## src/rtl/spmc_pkg.sv

```systemverilog
// Shared types and constants of the gain-scheduled speed controller.
// No dependencies; compiled first.
package spmc_pkg;

  localparam int CFG_IDX_W   = 3;
  localparam int CFG_DATA_W  = 48;
  localparam int MUL_W       = 16;
  localparam int FULL_SCALE  = 25600;
  localparam int STOP_THRESH = 12;

  typedef enum logic [2:0] {
    MODE_STOP = 3'd0,
    MODE_FA   = 3'd1,
    MODE_FD   = 3'd2,
    MODE_RA   = 3'd3,
    MODE_RD   = 3'd4
  } mode_e;

  typedef enum logic [CFG_IDX_W-1:0] {
    CFG_FA_GAINS = 3'd0,
    CFG_FD_GAINS = 3'd1,
    CFG_RA_GAINS = 3'd2,
    CFG_RD_GAINS = 3'd3,
    CFG_MARGIN   = 3'd4,
    CFG_FLOOR    = 3'd5
  } cfg_idx_e;

  typedef enum logic [2:0] {
    S_IDLE,
    S_MI,
    S_DV,
    S_ST,
    S_MP,
    S_MK,
    S_MD,
    S_FIN
  } state_e;

endpackage

```

## src/rtl/spmc_if.sv

```systemverilog
// Handshake interfaces for input words, result words and config writes.
// Depends on spmc_pkg.
interface spmc_in_if;
  logic               valid;
  logic               ready;
  logic signed [15:0] target_speed;
  logic signed [15:0] measured_speed;
  logic        [15:0] time_step;
  modport source (output valid, target_speed, measured_speed, time_step, input ready);
  modport sink   (input valid, target_speed, measured_speed, time_step, output ready);
endinterface

interface spmc_out_if;
  logic        valid;
  logic        ready;
  logic [14:0] throttle;
  logic [14:0] brake;
  logic        gear_valid;
  logic        gear_reverse;
  logic [2:0]  drive_mode;
  modport source (output valid, throttle, brake, gear_valid, gear_reverse, drive_mode,
                  input ready);
  modport sink   (input valid, throttle, brake, gear_valid, gear_reverse, drive_mode,
                  output ready);
endinterface

interface spmc_cfg_if;
  logic                             valid;
  logic                             ready;
  logic [spmc_pkg::CFG_IDX_W-1:0]   idx;
  logic [spmc_pkg::CFG_DATA_W-1:0]  data;
  modport source (output valid, idx, data, input ready);
  modport sink   (input valid, idx, data, output ready);
endinterface

```

## src/rtl/spmc_mul.sv

```systemverilog
// Shift-add multiplier: unsigned 16-bit multiplier times signed operand,
// one bit per cycle. Depends on spmc_pkg.
module spmc_mul #(
  parameter int OW = 34
) (
  input  logic                              clk_i,
  input  logic                              rst_ni,
  input  logic                              start_i,
  input  logic [spmc_pkg::MUL_W-1:0]        mult_i,
  input  logic signed [OW-1:0]              mcand_i,
  output logic                              done_o,
  output logic signed [OW+spmc_pkg::MUL_W-1:0] prod_o
);
  import spmc_pkg::*;

  localparam int PW = OW + MUL_W;

  logic                 busy_q;
  logic                 done_q;
  logic [3:0]           cnt_q;
  logic [MUL_W-1:0]     mb_q;
  logic signed [PW-1:0] x_q;
  logic signed [PW-1:0] acc_q;

  always_ff @(posedge clk_i or negedge rst_ni) begin
    if (!rst_ni) begin
      busy_q <= 1'b0;
      done_q <= 1'b0;
      cnt_q  <= '0;
    end else begin
      done_q <= busy_q && (cnt_q == 4'hF);
      if (start_i) begin
        busy_q <= 1'b1;
        cnt_q  <= '0;
      end else if (busy_q) begin
        cnt_q <= cnt_q + 4'd1;
        if (cnt_q == 4'hF) begin
          busy_q <= 1'b0;
        end
      end
    end
  end

  always_ff @(posedge clk_i) begin
    if (start_i) begin
      mb_q  <= mult_i;
      x_q   <= PW'(mcand_i);
      acc_q <= '0;
    end else if (busy_q) begin
      if (mb_q[0]) begin
        acc_q <= acc_q + x_q;
      end
      x_q  <= x_q <<< 1;
      mb_q <= mb_q >> 1;
    end
  end

  assign done_o = done_q;
  assign prod_o = acc_q;

endmodule

```

## src/rtl/speed_pid_mode_scheduler_top.sv

```systemverilog
// Gain-scheduled speed PID with five drive modes; top level.
// Depends on spmc_pkg, spmc_if and spmc_mul.
//
//  channel | dir | payload                                              | accepted when
//  in_i    | in  | target_speed, measured_speed, time_step             | valid && ready
//  out_o   | out | throttle, brake, gear_valid, gear_reverse, drive_mode | valid && ready
//  cfg_i   | in  | idx, data                                            | valid && ready
//
// A moving step runs four shift-add multiplies on one shared multiplier plus a
// restoring divide by the time step.
// A step ending in stop skips the gain multiplies.
// A zero time step is accepted and gives no word.
// Reset is asynchronous and clears mode, integrator state and config registers.
// A held output word stalls the last cycle of the next step only.
module speed_pid_mode_scheduler_top #(
  parameter int GAIN_WIDTH     = 16,
  parameter int INTEGRAL_WIDTH = 32
) (
  input  logic        clk_i,
  input  logic        rst_ni,
  spmc_in_if.sink     in_i,
  spmc_out_if.source  out_o,
  spmc_cfg_if.sink    cfg_i
);
  import spmc_pkg::*;

  localparam int OW = (INTEGRAL_WIDTH > 34) ? INTEGRAL_WIDTH : 34;
  localparam int PW = OW + MUL_W;
  localparam int UW = OW + 10;
  localparam int TW = UW + 1;
  localparam int SW = ((INTEGRAL_WIDTH > 26) ? INTEGRAL_WIDTH : 26) + 2;
  localparam logic signed [SW-1:0] IMAX = SW'((longint'(1) <<< (INTEGRAL_WIDTH-1)) - 1);
  localparam logic signed [SW-1:0] IMIN = -IMAX - SW'(1);
  localparam logic signed [15:0]   THR_P = 16'(STOP_THRESH);
  localparam logic signed [15:0]   THR_N = -THR_P;
  localparam logic signed [TW-1:0] FS_T = TW'(FULL_SCALE);
  localparam logic [14:0]          FS15 = 15'(FULL_SCALE);

  // config
  logic [47:0] g_fa_q, g_fd_q, g_ra_q, g_rd_q;
  logic [14:0] margin_q, floor_q;

  // state
  state_e                         state_q, state_d;
  mode_e                          mode_q;
  logic signed [16:0]             last_err_q;
  logic signed [INTEGRAL_WIDTH-1:0] integ_q, saved_q;

  // work
  logic signed [15:0] tgt_q, meas_q;
  logic [15:0]        dt_q;
  logic signed [16:0] e_q;
  logic               dneg_q;
  logic [15:0]        rem_q;
  logic [32:0]        dq_q;
  logic [5:0]         dcnt_q;
  logic signed [UW-1:0] u_q;
  logic               gv_q, gr_q;

  logic               mstart_q;
  logic [MUL_W-1:0]   ma_q;
  logic signed [OW-1:0] mb_q;
  logic               mdone;
  logic signed [PW-1:0] prod;

  // output
  logic        ovalid_q;
  logic [14:0] othr_q, obrk_q;
  logic        ogv_q, ogr_q;
  logic [2:0]  omode_q;

  spmc_mul #(.OW(OW)) u_mul (
    .clk_i   (clk_i),
    .rst_ni  (rst_ni),
    .start_i (mstart_q),
    .mult_i  (ma_q),
    .mcand_i (mb_q),
    .done_o  (mdone),
    .prod_o  (prod)
  );

  // mode after the stop stage
  mode_e st_mode;
  always_comb begin
    st_mode = mode_q;
    if (mode_q == MODE_STOP) begin
      if (tgt_q > 0 && meas_q >= THR_N) st_mode = MODE_FA;
      if (tgt_q < 0 && meas_q <= THR_P) st_mode = MODE_RA;
    end
  end

  // gain select
  logic [47:0]      gsel;
  logic [MUL_W-1:0] kp, ki, kd;
  always_comb begin
    unique case (st_mode)
      MODE_FA: gsel = g_fa_q;
      MODE_FD: gsel = g_fd_q;
      MODE_RA: gsel = g_ra_q;
      MODE_RD: gsel = g_rd_q;
      default: gsel = '0;
    endcase
    kp = MUL_W'(gsel[GAIN_WIDTH-1:0]);
    ki = MUL_W'(gsel[16+GAIN_WIDTH-1:16]);
    kd = MUL_W'(gsel[32+GAIN_WIDTH-1:32]);
  end

  // input side
  logic               in_acc;
  logic signed [15:0] tgt_in;
  logic signed [16:0] e_in;
  logic               small_tgt;
  assign in_acc    = in_i.valid && in_i.ready;
  assign small_tgt = (in_i.target_speed >= THR_N) && (in_i.target_speed <= THR_P);
  assign tgt_in    = small_tgt ? '0 : in_i.target_speed;
  assign e_in      = 17'(tgt_in) - 17'(in_i.measured_speed);

  // integral update
  logic signed [SW-1:0] isum;
  logic signed [INTEGRAL_WIDTH-1:0] isat;
  always_comb begin
    isum = SW'(integ_q) + SW'(prod >>> 8);
    if (isum > IMAX)      isat = IMAX[INTEGRAL_WIDTH-1:0];
    else if (isum < IMIN) isat = IMIN[INTEGRAL_WIDTH-1:0];
    else                  isat = isum[INTEGRAL_WIDTH-1:0];
  end

  logic signed [17:0] diff;
  assign diff = 18'(e_q) - 18'(last_err_q);

  // divider step
  logic [16:0] dsh;
  logic [17:0] dtrial;
  assign dsh    = {rem_q, dq_q[32]};
  assign dtrial = {1'b0, dsh} - {2'b0, dt_q};

  logic signed [33:0] dval;
  assign dval = dneg_q ? -$signed({1'b0, dq_q}) : $signed({1'b0, dq_q});

  // finish
  logic signed [17:0]  em, mg;
  logic [14:0]         fv;
  logic signed [TW-1:0] fv_t, u_t, thr, brk;
  mode_e               nm;
  logic                sw, oor;
  logic [14:0]         thr_c, brk_c;
  logic signed [INTEGRAL_WIDTH-1:0] int_n, sav_n;
  always_comb begin
    em   = 18'(e_q);
    mg   = $signed({3'b0, margin_q});
    fv   = (floor_q > FS15) ? FS15 : floor_q;
    fv_t = $signed({{(TW-15){1'b0}}, fv});
    u_t  = TW'(u_q);
    nm   = mode_q;
    sw   = 1'b0;
    thr  = '0;
    brk  = FS_T;
    unique case (mode_q)
      MODE_FA: begin
        thr = u_t;
        brk = fv_t;
        if (tgt_q > 0 && em < -mg && u_q <= 0) begin
          sw = 1'b1;
          nm = MODE_FD;
        end
        if (tgt_q <= 0) nm = MODE_STOP;
      end
      MODE_FD: begin
        brk = fv_t - u_t;
        if (tgt_q > 0 && em > mg && u_q > 0) begin
          sw = 1'b1;
          nm = MODE_FA;
        end
        if (tgt_q <= 0) nm = MODE_STOP;
      end
      MODE_RA: begin
        thr = -u_t;
        brk = fv_t;
        if (tgt_q < 0 && em > mg) begin
          sw = 1'b1;
          nm = MODE_RD;
        end
        if (tgt_q >= 0) nm = MODE_STOP;
      end
      MODE_RD: begin
        brk = u_t + fv_t;
        if (tgt_q < 0 && em < -mg) begin
          sw = 1'b1;
          nm = MODE_RA;
        end
        if (tgt_q >= 0) nm = MODE_STOP;
      end
      default: ;
    endcase
    oor   = (thr < 0) || (thr > FS_T) || (brk < fv_t) || (brk > FS_T);
    int_n = sw ? '0 : integ_q;
    sav_n = sw ? '0 : saved_q;
    if (oor) int_n = sav_n;
    if (thr < 0)          thr_c = '0;
    else if (thr > FS_T)  thr_c = FS15;
    else                  thr_c = thr[14:0];
    if (brk < fv_t)       brk_c = fv;
    else if (brk > FS_T)  brk_c = FS15;
    else                  brk_c = brk[14:0];
  end

  // next state
  logic fin_go;
  always_comb begin
    state_d = state_q;
    unique case (state_q)
      S_IDLE: if (in_acc && in_i.time_step != '0) state_d = S_MI;
      S_MI:   if (mdone) state_d = S_DV;
      S_DV:   if (dcnt_q == 6'd32) state_d = S_ST;
      S_ST:   state_d = (st_mode == MODE_STOP) ? S_FIN : S_MP;
      S_MP:   if (mdone) state_d = S_MK;
      S_MK:   if (mdone) state_d = S_MD;
      S_MD:   if (mdone) state_d = S_FIN;
      S_FIN:  if (fin_go) state_d = S_IDLE;
      default: state_d = S_IDLE;
    endcase
  end

  // outputs
  always_comb begin
    in_i.ready  = (state_q == S_IDLE);
    cfg_i.ready = 1'b1;
    fin_go      = (state_q == S_FIN) && (!ovalid_q || out_o.ready);
  end

  assign out_o.valid        = ovalid_q;
  assign out_o.throttle     = othr_q;
  assign out_o.brake        = obrk_q;
  assign out_o.gear_valid   = ogv_q;
  assign out_o.gear_reverse = ogr_q;
  assign out_o.drive_mode   = omode_q;

  always_ff @(posedge clk_i or negedge rst_ni) begin
    if (!rst_ni) begin
      state_q    <= S_IDLE;
      mode_q     <= MODE_STOP;
      last_err_q <= '0;
      integ_q    <= '0;
      saved_q    <= '0;
      g_fa_q     <= '0;
      g_fd_q     <= '0;
      g_ra_q     <= '0;
      g_rd_q     <= '0;
      margin_q   <= '0;
      floor_q    <= '0;
      ovalid_q   <= 1'b0;
      mstart_q   <= 1'b0;
    end else begin
      state_q  <= state_d;
      mstart_q <= ((state_q == S_IDLE) && in_acc && (in_i.time_step != '0)) ||
                  ((state_q == S_ST) && (st_mode != MODE_STOP)) ||
                  (((state_q == S_MP) || (state_q == S_MK)) && mdone);
      if (cfg_i.valid && cfg_i.ready) begin
        unique case (cfg_i.idx)
          CFG_FA_GAINS: g_fa_q   <= cfg_i.data;
          CFG_FD_GAINS: g_fd_q   <= cfg_i.data;
          CFG_RA_GAINS: g_ra_q   <= cfg_i.data;
          CFG_RD_GAINS: g_rd_q   <= cfg_i.data;
          CFG_MARGIN:   margin_q <= cfg_i.data[14:0];
          CFG_FLOOR:    floor_q  <= cfg_i.data[14:0];
          default: ;
        endcase
      end
      if (fin_go) ovalid_q <= 1'b1;
      else if (ovalid_q && out_o.ready) ovalid_q <= 1'b0;
      unique case (state_q)
        S_IDLE: begin
          if (in_acc && in_i.time_step != '0) begin
            if (small_tgt) mode_q <= MODE_STOP;
          end
        end
        S_MI: begin
          if (mdone) integ_q <= isat;
        end
        S_ST: begin
          if (mode_q == MODE_STOP) begin
            integ_q <= '0;
            saved_q <= '0;
          end
          mode_q <= st_mode;
        end
        S_FIN: begin
          if (fin_go) begin
            mode_q     <= nm;
            last_err_q <= e_q;
            integ_q    <= int_n;
            saved_q    <= int_n;
          end
        end
        default: ;
      endcase
    end
  end

  // datapath, no reset
  always_ff @(posedge clk_i) begin
    unique case (state_q)
      S_IDLE: begin
        if (in_acc) begin
          tgt_q  <= tgt_in;
          meas_q <= in_i.measured_speed;
          dt_q   <= in_i.time_step;
          e_q    <= e_in;
          ma_q   <= in_i.time_step;
          mb_q   <= OW'(e_in);
          gv_q   <= 1'b0;
          gr_q   <= 1'b0;
        end
      end
      S_MI: begin
        dneg_q <= diff[17];
        rem_q  <= '0;
        dcnt_q <= '0;
        dq_q   <= {(diff[17] ? 17'(-diff) : 17'(diff)), 16'b0};
      end
      S_DV: begin
        dcnt_q <= dcnt_q + 6'd1;
        if (!dtrial[17]) begin
          rem_q <= dtrial[15:0];
          dq_q  <= {dq_q[31:0], 1'b1};
        end else begin
          rem_q <= dsh[15:0];
          dq_q  <= {dq_q[31:0], 1'b0};
        end
      end
      S_ST: begin
        ma_q <= kp;
        mb_q <= OW'(e_q);
        u_q  <= '0;
        if (mode_q == MODE_STOP && st_mode == MODE_FA) gv_q <= 1'b1;
        if (mode_q == MODE_STOP && st_mode == MODE_RA) begin
          gv_q <= 1'b1;
          gr_q <= 1'b1;
        end
      end
      S_MP: begin
        if (mdone) begin
          u_q  <= UW'(prod >>> 8);
          ma_q <= ki;
          mb_q <= OW'(integ_q);
        end
      end
      S_MK: begin
        if (mdone) begin
          u_q  <= u_q + UW'(prod >>> 16);
          ma_q <= kd;
          mb_q <= OW'(dval);
        end
      end
      S_MD: begin
        if (mdone) u_q <= u_q + UW'(prod >>> 8);
      end
      S_FIN: begin
        if (fin_go) begin
          othr_q  <= thr_c;
          obrk_q  <= brk_c;
          ogv_q   <= gv_q;
          ogr_q   <= gr_q;
          omode_q <= nm;
        end
      end
      default: ;
    endcase
  end

endmodule

```

## src/flat_wrapper.sv

```systemverilog
// flat-port wrapper written by rule: the top's interface ports become plain ports
module speed_pid_mode_scheduler_top_flat import spmc_pkg::*;
#(
  parameter int GAIN_WIDTH     = 16,
  parameter int INTEGRAL_WIDTH = 32
)
  (clk_i, rst_ni, in_i_valid, in_i_target_speed, in_i_measured_speed, in_i_time_step, in_i_ready, out_o_valid, out_o_throttle, out_o_brake, out_o_gear_valid, out_o_gear_reverse, out_o_drive_mode, out_o_ready, cfg_i_valid, cfg_i_idx, cfg_i_data, cfg_i_ready);
  spmc_in_if in_i_i ();
  spmc_out_if out_o_i ();
  spmc_cfg_if cfg_i_i ();
  input  logic clk_i;
  input  logic rst_ni;
  input wire logic [$bits(in_i_i.valid)-1:0] in_i_valid;
  input wire logic [$bits(in_i_i.target_speed)-1:0] in_i_target_speed;
  input wire logic [$bits(in_i_i.measured_speed)-1:0] in_i_measured_speed;
  input wire logic [$bits(in_i_i.time_step)-1:0] in_i_time_step;
  output wire logic [$bits(in_i_i.ready)-1:0] in_i_ready;
  output wire logic [$bits(out_o_i.valid)-1:0] out_o_valid;
  output wire logic [$bits(out_o_i.throttle)-1:0] out_o_throttle;
  output wire logic [$bits(out_o_i.brake)-1:0] out_o_brake;
  output wire logic [$bits(out_o_i.gear_valid)-1:0] out_o_gear_valid;
  output wire logic [$bits(out_o_i.gear_reverse)-1:0] out_o_gear_reverse;
  output wire logic [$bits(out_o_i.drive_mode)-1:0] out_o_drive_mode;
  input wire logic [$bits(out_o_i.ready)-1:0] out_o_ready;
  input wire logic [$bits(cfg_i_i.valid)-1:0] cfg_i_valid;
  input wire logic [$bits(cfg_i_i.idx)-1:0] cfg_i_idx;
  input wire logic [$bits(cfg_i_i.data)-1:0] cfg_i_data;
  output wire logic [$bits(cfg_i_i.ready)-1:0] cfg_i_ready;
  assign in_i_i.valid = in_i_valid;
  assign in_i_i.target_speed = in_i_target_speed;
  assign in_i_i.measured_speed = in_i_measured_speed;
  assign in_i_i.time_step = in_i_time_step;
  assign in_i_ready = in_i_i.ready;
  assign out_o_valid = out_o_i.valid;
  assign out_o_throttle = out_o_i.throttle;
  assign out_o_brake = out_o_i.brake;
  assign out_o_gear_valid = out_o_i.gear_valid;
  assign out_o_gear_reverse = out_o_i.gear_reverse;
  assign out_o_drive_mode = out_o_i.drive_mode;
  assign out_o_i.ready = out_o_ready;
  assign cfg_i_i.valid = cfg_i_valid;
  assign cfg_i_i.idx = cfg_i_idx;
  assign cfg_i_i.data = cfg_i_data;
  assign cfg_i_ready = cfg_i_i.ready;
  speed_pid_mode_scheduler_top #(.GAIN_WIDTH(GAIN_WIDTH), .INTEGRAL_WIDTH(INTEGRAL_WIDTH)) u_core (.clk_i(clk_i), .rst_ni(rst_ni), .in_i(in_i_i), .out_o(out_o_i), .cfg_i(cfg_i_i));
endmodule
```

## config.mk

```make
export PLATFORM = sky130hd
export DESIGN_NAME = speed_pid_mode_scheduler_top_flat
export DESIGN_NICKNAME = d
export VERILOG_FILES = /design/src/rtl/spmc_pkg.sv /design/src/rtl/spmc_if.sv /design/src/rtl/spmc_mul.sv /design/src/rtl/speed_pid_mode_scheduler_top.sv /design/src/flat_wrapper.sv
export SDC_FILE = /design/constraint.sdc
export NUM_CORES = 2
export LEC_CHECK = 0
export BUFFER_PORTS_ARGS = -buffer_cell sky130_fd_sc_hd__buf_4
export CAP_MARGIN = 20
export CORE_MARGIN = 5
export CORE_UTILIZATION = 34
export CTS_CLUSTER_SIZE = 20
export DETAILED_ROUTE_END_ITERATION = 8
export PLACE_DENSITY_LB_ADDON = 0.12
export SYNTH_ARGS = -nofsm -noshare
export SYNTH_HDL_FRONTEND = slang
export SYNTH_SLANG_ARGS = --single-unit
```

## constraint.sdc

```tcl
create_clock -name clk_i -period 14.9 [get_ports clk_i]
set_input_delay 0.745 -clock clk_i [delete_from_list [all_inputs] [get_ports clk_i]]
set_output_delay 0.745 -clock clk_i [all_outputs]
set_load 0.01 [all_outputs]
```

# Yosys cells after proc, flatten, opt, wreduce, memory -nomap -nowiden
# Index checks and enable logic that the tools add are counted.
dict set report word_totals {
  regBits 685
  input_bits 104
  output_inout_bits 38
  elab_cells 252
}
dict set report op_classes {
  add_sub_neg 15
  magnitude_cmp 19
  n_eq_ne 34
  mux 84
  n_reduce_logical 62
}
# operator count
set ops {}
lappend ops {{2-to-1 mux 32 bit} 8}
lappend ops {{one-hot mux 48 bit (4 select lines)} 1}
lappend ops {{one-hot mux 44 bit (4 select lines)} 1}
lappend ops {{2-to-1 mux 34 bit} 4}
lappend ops {{one-hot mux 34 bit (4 select lines)} 1}
lappend ops {{one-hot mux 45 bit (3 select lines)} 1}
lappend ops {{2-to-1 mux 44 bit} 3}
lappend ops {{2-to-1 mux 16 bit} 7}
lappend ops {{2-to-1 mux 50 bit} 2}
lappend ops {{one-hot mux 32 bit (3 select lines)} 1}
lappend ops {{> comparator 45 x 16 -> 1 bit (second input constant)} 2}
lappend ops {{one-hot mux 45 bit (2 select lines)} 1}
lappend ops {{one-hot mux 33 bit (2 select lines)} 1}
lappend ops {{one-hot mux 16 bit (4 select lines)} 1}
lappend ops {{one-hot mux 32 bit (2 select lines)} 1}
lappend ops {{2-to-1 mux 3 bit} 21}
lappend ops {{2-to-1 mux 15 bit} 4}
lappend ops {{adder 50 bit} 1}
lappend ops {{adder 44 x 16 -> 45 bit} 1}
lappend ops {{less-than comparator 45 x 1 -> 1 bit (second input constant)} 1}
lappend ops {{less-than comparator 45 x 16 -> 1 bit} 1}
lappend ops {{negation 44 -> 45 bit} 1}
lappend ops {{subtractor 16 x 44 -> 45 bit} 1}
lappend ops {{adder 44 x 34 -> 44 bit} 1}
lappend ops {{55 further kinds} 147}

# Logic depth before layout (Yosys ltp)
dict set report depth {
  depth_word 10
  mapped_depth 28
  depth_no_buf 23
}

# Cells and area by module
# From an unflattened synthesis, not the netlist that was laid out.
dict set report unflattened {
  cells_unflattened 4624
  hier_area_um2 44268.7
}
# module n_inst cells_each area_each_um2 seq_area_each_um2
set modules_own_cells {}
lappend modules_own_cells {speed_pid_mode_scheduler_top 1 3825 36740.2 15349.7}
lappend modules_own_cells {spmc_mul 1 799 7528.5 3133.0}

# Least setup slack after synthesis
# Ideal clock, no wire load.
dict set report synth_path {
  kind {flip-flop to flip-flop}
  from {register u_core.mode_q[0]}
  to {register u_core.integ_q[16]}
  setup_time_ns 0.119
  t_arrival_ns 6.288
  required_time_ns 14.781
  path_slack_ns 8.493
  stages_incl_launch_ff 28
  n_path_buf 7
  synth_period_minus_slack_ns 6.407
  cell_sequence {dfrtp_1 > nor3b_1 > clkbuf_1 > clkbuf_1 > buf_1 > clkbuf_1 > buf_1 > buf_1 > nand2_1 > o21ai_0 > ha_1 > a211oi_1 > nor2_1 > o2111ai_1 > o211ai_1 > o311a_1 > a211oi_1 > mux2i_1 > o211ai_1 > ha_1 > a21o_1 > a2111oi_0 > a21oi_1 > nor2b_1 > a311oi_1 > clkbuf_1 > nand3_1 > o21a_1}
}
dict set report synth_between {
  elab_chain_cells 9
  elab_cells_between_ends 23
  cone_classes {order compare: 4; eq/ne: 5; mux: 8; reduce/logical: 6}
}
# item line_no
set synth_lines {}
lappend synth_lines {{start, declared} speed_pid_mode_scheduler_top.sv:45} ;# mode_e mode_q;
lappend synth_lines {{start signal, assigned} speed_pid_mode_scheduler_top.sv:285} ;# mode_q <= st_mode;
lappend synth_lines {{start signal, assigned} speed_pid_mode_scheduler_top.sv:289} ;# mode_q <= nm;
lappend synth_lines {{equality test 3 x 1 -> 1 bit / equality test 3 x 2 -> 1 bit (equally long branches)} speed_pid_mode_scheduler_top.sv:158} ;# unique case (mode_q)
lappend synth_lines {{OR reduction 2 bit (no line) / one-hot mux 45 bit (2 select lines) (equally long branches)} --}
lappend synth_lines {{one-hot mux 45 bit (3 select lines), or another cell as far along} speed_pid_mode_scheduler_top.sv:158}
lappend synth_lines {{less-than comparator 45 x 16 -> 1 bit / logical OR 1 bit (equally long branches)} speed_pid_mode_scheduler_top.sv:195} ;# oor = (thr < 0) || (thr > FS_T) || (brk < fv_t) || (brk > FS_T);
lappend synth_lines {{logical OR 1 bit (2 in a row)} speed_pid_mode_scheduler_top.sv:195}
lappend synth_lines {{2-to-1 mux 32 bit} speed_pid_mode_scheduler_top.sv:198} ;# if (oor) int_n = sav_n;
lappend synth_lines {{2-to-1 mux 32 bit} speed_pid_mode_scheduler_top.sv:288} ;# if (fin_go) begin
lappend synth_lines {{one-hot mux 32 bit (3 select lines)} speed_pid_mode_scheduler_top.sv:271} ;# unique case (state_q)
lappend synth_lines {{end signal, assigned} speed_pid_mode_scheduler_top.sv:278} ;# if (mdone) integ_q <= isat;
lappend synth_lines {{end signal, assigned} speed_pid_mode_scheduler_top.sv:291} ;# integ_q <= int_n;
lappend synth_lines {{end, declared} speed_pid_mode_scheduler_top.sv:47} ;# logic signed [INTEGRAL_WIDTH-1:0] integ_q, saved_q;
# Several ways; a longest one is shown, not always the timed one. The select of a mux whose other input is x is not followed.
# A chain may end at the register's enable or synchronous reset.

# Final worst setup path
dict set report layout_path {
  from {register u_core.u_q[2]}
  to {register u_core.integ_q[19]}
}
dict set report layout_between {
  elab_chain_cells 9
  elab_cells_between_ends 24
  cone_classes {add/sub: 3; order compare: 6; mux: 10; reduce/logical: 5}
}
# item line_no
set layout_lines {}
lappend layout_lines {{start, declared} speed_pid_mode_scheduler_top.sv:57} ;# logic signed [UW-1:0] u_q;
lappend layout_lines {{start signal, assigned} speed_pid_mode_scheduler_top.sv:343} ;# u_q <= UW'(prod >>> 8);
lappend layout_lines {{start signal, assigned} speed_pid_mode_scheduler_top.sv:350} ;# u_q <= u_q + UW'(prod >>> 16);
lappend layout_lines {{start signal, assigned} speed_pid_mode_scheduler_top.sv:356} ;# if (mdone) u_q <= u_q + UW'(prod >>> 8);
lappend layout_lines {{negation 44 -> 45 bit} speed_pid_mode_scheduler_top.sv:177} ;# thr = -u_t;
lappend layout_lines {{one-hot mux 45 bit (2 select lines)} speed_pid_mode_scheduler_top.sv:158}
lappend layout_lines {{less-than comparator 45 x 1 -> 1 bit / > comparator 45 x 16 -> 1 bit (equally long branches)} speed_pid_mode_scheduler_top.sv:195}
lappend layout_lines {{logical OR 1 bit (3 in a row)} speed_pid_mode_scheduler_top.sv:195}
lappend layout_lines {{2-to-1 mux 32 bit (*)} speed_pid_mode_scheduler_top.sv:198}
lappend layout_lines {{2-to-1 mux 32 bit (*)} speed_pid_mode_scheduler_top.sv:288}
lappend layout_lines {{one-hot mux 32 bit (3 select lines) (*)} speed_pid_mode_scheduler_top.sv:271}
# Every way passes the cells marked *; elsewhere a longest branch is shown, timed or not. The select of a mux whose other input is x is not followed.

==> impl_metrics.tcl <==
set metrics [dict create \
    vias_per_cell 5.56 \
    worst_path_largest_cell_delay_ns 0.82 \
    synth_edf_count 318 \
    clk_pin_slew_ns 0.06 \
    grt_max_degree 77 \
    drc_errors 0 \
    die-area_sq_mm 0.135 \
    yosys.area_share.simple_pct 15.2 \
    slowest_stage "nor3_1" \
    cp_cell_sequence "nor3_1 > nand3_1 > or3_1 > nand2_1 > xnor2_1 > ha_1 > and2_1 > nand2_1 > nand2_1 > nor3_1 > a211oi_1 > o2111ai_1 > o21ai_2 > o21ai_1 > a21oi_1 > nor2b_1 > nand2_2 > nor2_4 > a21oi_1 > o21a_1" \
    root_buffer "clkbuf_16" \
    yosysSeqAreaShare_pct 42.6 \
    port-buffer-count 140 \
    overflow 0 \
    place_inst 6164 \
    fmax_mhz 144 \
    cp.required_ns 15.47 \
    row_count 131 \
    p_leak_uw 0.0200 \
    cts_resized 0 \
    synth-xor-area-share_pct 5.57 \
    fill_cells 12791 \
    dr.pass1.iters 6 \
    nNetsFinal 4935 \
    critPathKind "flop to flop" \
    first_global_vias 34308 \
    drt_wl_total_microns 144000 \
    dp_hpwl_microns 104000 \
    hold_violations 0 \
    synth_async_sr_flop_share_pct 46.3 \
    fin_skew_ns 0.0266 \
    io_pins 142 \
    cp_common_cell "nand2_1" \
    cts_buffer_depth 3 \
    power_density_mw_per_mm2 211 \
    chipHeight_microns 367 \
    coreArea_sq_mm 0.127 \
    synth-compound-area-share_pct 18.5 \
    layout_common_cells "nand2_1, a21oi_1, edfxtp_1" \
    synth_area_sq_mm 0.0434 \
    ys_seq_elements 685 \
    antenna_found_initial 8 \
    cts_tree "yes" \
    numCtsBuffers 82 \
    netlist_instances 4524 \
    min_path_type "input pin to asynchronous set/reset pin" \
    yosysUniqueCellTypes 95 \
    synth_fa_ha_area_share_pct 7.20 \
    dr.first_iter.drc_count 2790 \
    synth_flop_cell "edfxtp_1" \
    tns_ns 0 \
    cap_violations 0 \
    report.final.setup_viol 0 \
    final_common_cell "nand2_1" \
    post-route-period-util_pct 46.6 \
    cts_sinks 685 \
    setup_ws_ns 7.95 \
    start_util_pct 34.1 \
    rsz0062_at_grt "no" \
    synthMuxAreaShare_pct 7.24 \
    die_w_microns 367 \
    synth_top_family_by_area "compound AO/OA/AOI/OAI gates" \
    syn2layout_area_growth_pct 12.7 \
    critPathCaptureType "flop" \
    min_period_ns 6.95 \
    drive_gt1_share_pct 14.3 \
    ir_drop_uv 119 \
    status "complete, no violations" \
    dr_total_vias 35101 \
    syn_nets 4873 \
    drtAntennaViolNets 0 \
    pre_cts_slack_ns 8.01 \
    wl_per_cell_microns 22.8 \
    maxSlewViolCount 0 \
    htreeDepth 3 \
    critPathMaxFanout 28 \
    max_slew_margin_pct 29.2 \
    worstPathArrival_ns 7.52 \
    post-cts-setup-buffers 0 \
    gp_congestion 0.879 \
    start_kind "flop" \
    worst_pin_slew_ns 1.06 \
    ys_warn_count 0 \
    syn_area_per_cell_sq_um 9.60 \
    grt_pass1_wl_microns 219000 \
    final_cells 6315 \
    clock_latency_ns 0.69 \
    cts_hold_buf 0 \
    final_util_pct 38.5 \
    grt_usage_pct 20.8 \
]
[layout make-up]
| type | instances | area [sq um] | area share (%) |
|---|---|---|---|
| Multi-Input combinational cell | 3413 | 23500 | 47.9 |
| Sequential cell | 685 | 18500 | 37.7 |
| Clock buffer | 113 | 2260 | 4.61 |
| Tap cell | 1662 | 2080 | 4.25 |
| Timing Repair Buffer | 205 | 1550 | 3.17 |
| Inverter | 199 | 747 | 1.53 |
| Clock inverter | 36 | 395 | 0.807 |
| Antenna cell | 2 | 5.00 | 0.0102 |
[cell families after synthesis]
kind of cell | after synthesis
adders and majority gates | 246
and+or+nand+nor | 1405
AOI/OAI and AO/OA | 1209
DFF | 685
buffers and inverters | 426
xor gates and xnor gates | 270
other | 1
muxes | 282
[state kept, by name (all words and copies together), names as in the netlist, 17 cells and up]
signal,flops
u_core.last_err_q,17
u_core.dq_q,33
u_core.u_mul.x_q,50
u_core.mb_q,34
u_core.u_mul.prod_o,50
u_core.g_rd_q,48
u_core.g_fa_q,48
u_core.saved_q,32
u_core.e_q,17
u_core.integ_q,32
u_core.g_fd_q,48
u_core.u_q,44
u_core.g_ra_q,48
[synth_stat cells, types with 50 or more instances]
| cell type | number | area [sq um] |
|---|---|---|
| dfrtp_1 | 317 | 7930 |
| xnor2_1 | 166 | 1450 |
| mux2_2 | 259 | 2920 |
| clkbuf_1 | 191 | 717 |
| a21o_1 | 84 | 631 |
| edfxtp_1 | 318 | 9550 |
| o21ai_0 | 257 | 1290 |
| ha_1 | 238 | 2980 |
| nor4_1 | 50 | 313 |
| a21oi_1 | 329 | 1650 |
| dfxtp_1 | 50 | 1000 |
| a22o_1 | 60 | 526 |
| o21a_1 | 63 | 473 |
| nand3_1 | 86 | 430 |
| and2_1 | 55 | 344 |
| nor3_1 | 86 | 430 |
| xor2_1 | 100 | 876 |
| inv_1 | 197 | 739 |
| nand2_1 | 540 | 2030 |
| nor2_1 | 311 | 1170 |
[per-stage QoR]
stage                     hold slack (ns)  power [uW]  cell area (sq um)
after global routing               0.0615       11100              49000
final                              0.0341       10400              49000
after floorplan                     0.400        6780              43400
after global placement              0.445        8340              46300
after detailed placement            0.456        8350              46300
after CTS                          0.0324       10400              49000
[critical path, delay by kind of cell, from the launching register on]
family,cells,cell delay [ns]
flops,1,0.59
simple gates,11,3.69
xor+xnor,1,0.08
fa+ha+maj,1,0.37
compound gates,7,2.06
[layer usage]
| metal | GRT usage, % | vias up | part of all wire [%] |
|---|---|---|---|
| met5 | 0 | - | 0 |
| met4 | 6.00 | 0 | 3.0 |
| met3 | 2.82 | 166 | 4.4 |
| met2 | 34.9 | 807 | 47 |
| met1 | 28.2 | 17368 | 45 |
| li1 | - | 16760 | - |
[worst paths after layout]
path | endpoint | slack, ns | cells after the start | startpoint
min in group clk_i | u_core.meas_q[2]$_DFFE_PP_ | 0.26 | 1 | in_i_measured_speed[2]
max in group asynchronous | u_core.g_fa_q[1]$_DFFE_PN0P_ | 11.93 | 4 | rst_ni
min reg2reg | u_core.u_mul.prod_o[0]$_SDFFE_PP0P_ | 0.46 | 2 | u_core.u_mul.prod_o[0]$_SDFFE_PP0P_
max | u_core.integ_q[19]$_DFFE_PN0P_ | 7.95 | 20 | u_core.u_q[2]$_DFFE_PP_
max reg2reg | u_core.integ_q[19]$_DFFE_PN0P_ | 7.95 | 20 | u_core.u_q[2]$_DFFE_PP_
min | u_core.integ_q[29]$_DFFE_PN0P_ | 0.03 | 1 | rst_ni
[where the power goes]
part | internal, uW | switching (uW) | total (uW) | leakage (uW)
combinational | 2010 | 3030 | 5040 | 0.0113
sequential | 2710 | 583 | 3290 | 0.00738
clock | 1170 | 850 | 2020 | 0.00129
Power figures use the tool's default switching activity.
